<file path="src/rtl/ubd_pkg.sv">
// Shared types and constants for the USART baud divisor calculator.
// No dependencies; imported by every module of the block.
package ubd_pkg;

    // Field widths
    localparam int CLK_W       = 28;
    localparam int BAUD_W      = 24;
    localparam int NUM_W       = 32;
    localparam int MANT_W      = 26;
    localparam int MANT_KEEP_W = 12;
    localparam int FRAC_W      = 4;
    localparam int WORD_W      = 16;
    localparam int REM_W       = 7;
    localparam int FX_W        = 11;
    localparam int IN_DATA_W   = 56;
    localparam int OUT_USER_W  = 2;

    // Divide-by-100 by reciprocal: q / 100 = (q * RECIP_100) >> RECIP_SHIFT for 32-bit q
    localparam logic [30:0] RECIP_100   = 31'h51EB851F;
    localparam int          RECIP_SHIFT = 37;

    // Divide-by-100 for the small fraction numerator (below 1650)
    localparam logic [10:0] FRAC_RECIP = 11'd1311;
    localparam int          FRAC_SHIFT = 17;

    localparam logic [6:0]  PCT_BASE     = 7'd100;
    localparam logic [10:0] ROUND_HALF   = 11'd50;
    localparam logic [3:0]  FRAC_MASK_8X  = 4'h7;
    localparam logic [3:0]  FRAC_MASK_16X = 4'hF;

    // Bit places in the result tuser
    localparam int USER_ZERO_BIT = 0;
    localparam int USER_OVF_BIT  = 1;

    // Payload of one divider stage
    typedef struct packed {
        logic [BAUD_W-1:0] rem;
        logic [NUM_W-1:0]  num;
        logic [BAUD_W-1:0] den;
        logic              by8;
        logic              zero;
    } div_t;

endpackage

</file>
<file path="src/rtl/ubd_div_stage.sv">
// One restoring-division step: retires one quotient bit per stage.
// Depends on ubd_pkg for the stage payload type.
module ubd_div_stage (
    input  logic          clk,
    input  logic          rst_n,
    input  logic          en,
    input  logic          in_valid,
    input  ubd_pkg::div_t in_data,
    output logic          out_valid,
    output ubd_pkg::div_t out_data
);
    import ubd_pkg::*;

    logic              valid_reg;
    div_t              data_reg;
    div_t              data_next;
    logic [BAUD_W:0]   trial;
    logic [BAUD_W:0]   diff;
    logic              take;

    // Shift in the next numerator bit and try a subtract
    always_comb
    begin
        trial     = {in_data.rem, in_data.num[NUM_W-1]};
        diff      = trial - {1'b0, in_data.den};
        take      = (trial >= {1'b0, in_data.den});
        data_next = in_data;
        data_next.rem = take ? diff[BAUD_W-1:0] : trial[BAUD_W-1:0];
        data_next.num = {in_data.num[NUM_W-2:0], take};
    end

    // Advance valid with the pipeline
    always_ff @(posedge clk or negedge rst_n)
    begin
        if (!rst_n)
            valid_reg <= 1'b0;
        else if (en)
            valid_reg <= in_valid;
    end

    // Hold payload unless advancing
    always_ff @(posedge clk)
    begin
        if (en && in_valid)
            data_reg <= data_next;
    end

    assign out_valid = valid_reg;
    assign out_data  = data_reg;

endmodule

</file>
<file path="config.mk">
export PLATFORM = sky130hd
export DESIGN_NAME = ubd_div_stage
export DESIGN_NICKNAME = d
export VERILOG_FILES = /design/src/rtl/ubd_pkg.sv /design/src/rtl/ubd_div_stage.sv
export SDC_FILE = /design/constraint.sdc
export NUM_CORES = 1
export LEC_CHECK = 0
export BUFFER_PORTS_ARGS = -buffer_cell sky130_fd_sc_hd__buf_2
export CAP_MARGIN = 15
export CELL_PAD_IN_SITES_DETAIL_PLACEMENT = 2
export CELL_PAD_IN_SITES_GLOBAL_PLACEMENT = 2
export CORE_AREA = 4 4 161 101
export CTS_CLUSTER_SIZE = 30
export DETAILED_ROUTE_END_ITERATION = 16
export DIE_AREA = 0 0 165 105
export PLACE_DENSITY_LB_ADDON = 0.1
export SYNTH_ARGS = -nofsm -noshare
export SYNTH_HDL_FRONTEND = slang
export SYNTH_SLANG_ARGS = --single-unit
</file>
<file path="constraint.sdc">
create_clock -name clk -period 0.85 [get_ports clk]
set_input_delay 0.255 -clock clk [delete_from_list [all_inputs] [get_ports clk]]
set_output_delay 0.255 -clock clk [all_outputs]
set_load 0.02 [all_outputs]
</file>
==> impl_results.md <==
* Run status: finished, violations left
* Violated checks: setup timing
* Worst R2R Start: out_valid
* Full die area at 17300 µm²
* Commonest non-fill, non-tap cell in the layout: buf_4
* Post-Route WL at 24600 µm
* RSZ-0062 raised after global routing: true
* DP HPWL at 14500 µm
* CTS tree: built
* Global-route wire length before repair at 29700 µm
* Routed vias/inst at 5.19
* Crit path from: in_data[20]
* Synthesized area at 4490 µm²
* Min Clock Period, post-route at 2160 ps
* Routed wire length per instance at about 28 µm
* DR pass1 iterations at 5
* Pre-CTS setup slack at -1850 ps
* Clock root cell: clkbuf_16
* Sequential element share of the synthesized area at 0.553
* Register area at 2490 µm²
* WP data required at 1050 ps
* Count of warnings emitted by yosys at 0
* ANT cells at 0
* Mapped Nets at 475
* Number of primary I/O pins at 169
* Multi-input gate area at between 2000 and 3000 µm²
* Leakage at 3.47 nW
* Initial antenna violation count at 0
* Nets@finish at 780
* Layout area overhead at 85.9%
* Initial Util at 0.301
* MaxCap Viol Count at 0
* #FFs+latches synth at just over 80
* Max VDD drop at 0.000789 V
* Setup violators final at 108
* Largest net degree at the start of global routing at 27
* Final Hold Viols at 0
* Post-Syn Area per Cell at 12.3 µm²
* EDFF count, synth at 82
* Antenna-violating nets left at 0
* Slew Limit Fails at 0
* Post-synth cell types at 61
* Skew final at 0 ps
* Hold_ws at 68.1 ps
* R2r setup slk at ~80 ps
* Worst Hold Class: input port to flip-flop
* Sink Count at 83
* Chip width at 165 µm
* Die Ht at 105 µm
* Post-Route Setup TNS at -56210 ps
* # fillers at 1422
* IO Port Bufs at 168
* Clock H-tree levels at 3
* CP Data Arrival Time at 2370 ps
* Vias in the first global route at between 4000 and 5000
* Ys flop type: edfxtp_1
* Critical Path Start Type: input port
* Final period util at 2.54
* Final core utilization at 0.559
* Most frequent cells in the layout: buf_4, buf_6, edfxtp_1
* Via count at approximately 4600
* Rows at 35
* DR DRC count at 0
* Total grt overflow at 0
* Core ar. at 14900 µm²
* Crit path kind: input port to flip-flop
* Slack of the critical path at -1310 ps
* Routability congestion estimate at between 0.8 and 0.9
* Clk Latency, worst-skew pair at roughly 350 ps
* Final Power at 14.2 mW
* Gate Count Post-Synth at 364
* CTS Buf Count at 9
* Hold_sp: in_data[36]
* Slew of the pin with the lowest slew margin at between 400 and 500 ps
* Achievable clock frequency at about 460 MHz
* Share of flip-flops with an asynchronous set or reset at 0.0120
* Critical path peak fanout at 4
* Reg clk slew, reported paths at 70 ps
* Clock Tree Buf Depth at 2
* Critical Path Sink Type: flip-flop
* Relative slew slack at 0.667
* Total track usage at 0.229
* Iter 0 DRT Violations at 231
* Layout cells sized above 1 at 0.671
* PD cells at 1700 nW/µm²
[worst max-delay path: stages]
cell and delay [ps]:
buf_6 100, inv_2 60, ha_4 220, a21oi_2 150
buf_4 140, o21a_1 220, buf_4 140, buf_4 110
o2111ai_1 110, nor3_1 410, o21ai_0 230, a31oi_1 200
[report_power, final]
group	total, mW	switching [mW]	leakage, nW	internal, mW
Sequential	5.10	0.185	0.782	4.91
Combinational	4.88	2.49	2.54	2.39
Clock	4.22	1.91	0.146	2.31
Total	14.2	4.59	3.47	9.61
[final cells by class]
class,count,share of cell area
clock buffer,9,0.0270
clock inverter,7,0.00899
inverter,34,0.0177
multi-input combinational,232,0.299
sequential,83,0.298
tap,203,0.0304
timing repair buffer,308,0.318
timing repair inverter,1,0.00135
[metal layers]
metal  global-route usage  share of wire  up-vias
li1                     -              -     2011
met4               0.0421          0.015        0
met5                    0              0        -
met2                0.387           0.51      183
met3               0.0438          0.069       25
met1                0.308           0.41     2331
[final timing paths]
kind	endpoint	depth (start not counted)
min	out_data[37]	1
min reg2reg	out_valid	1
max	out_data[79]	12
min in group asynchronous	out_valid	2
max reg2reg	out_valid	1
max in group asynchronous	out_valid	2
[kinds of logic after synthesis]
kind of cell / after synthesis / synth area share
compound gates: 96 / 0.162
simple gates: 89 / 0.108
flops: 83 / 0.553
buf+inv: 49 / 0.0521
fa+ha+maj: 25 / 0.0713
xor+xnor: 11 / 0.0214
mux: 11 / 0.0317
[synth_stat cells, drive strengths merged (2+ instances only)]
master	n	area (µm²)
o221ai	4	35.0
nor2	11	57.6
o2111ai	3	26.3
xor2	3	26.3
o21a	9	67.6
a31oi	3	33.8
o211ai	3	22.5
or2	2	12.5
o31ai	7	52.6
a21boi	4	30.0
ha	24	300
nand3	16	80.1
nand2	16	60.1
a2111oi	3	51.3
nand4	7	43.8
a211oi	3	22.5
xnor2	8	70.1
a21oi	24	120
nor2b	4	25.0
o211a	2	20.0
and2	3	18.8
or3	4	25.0
nor3b	2	15.0
and4	2	20.0
buf	9	78.8
clkbuf	6	22.5
nor3	13	65.1
edfxtp	82	2460
and3	7	48.8
inv	34	133
o21ai	15	75.1
o31a	4	35.0
mux2	11	143
o21bai	2	26.3
[through the flow]
stage          cell area, µm²  instances
2_1_floorplan            4610        364
3_3_place_gp             6500        833
3_5_place_dp             6500        833
4_1_cts                  7790        866
5_1_grt                  8350        877
6_report                 8350        877
[registers in the layout, summed over array words and instances (netlist names)]
| name | cells |
|---|---|
| out_data | 82 |
| out_valid | 1 |
[timing repair]
item | 4_1_cts | 5_1_grt
gates resized for setup | 207 | 130
hold endpoints to repair | 1 | 0
hold buffers | 1 | 0
buffers inserted | 16 | 13
setup endpoints to repair | 108 | 108
gates cloned | 1 | 0
pin swaps | 34 | 27
Note: power is estimated with default switching activity, not from simulation.
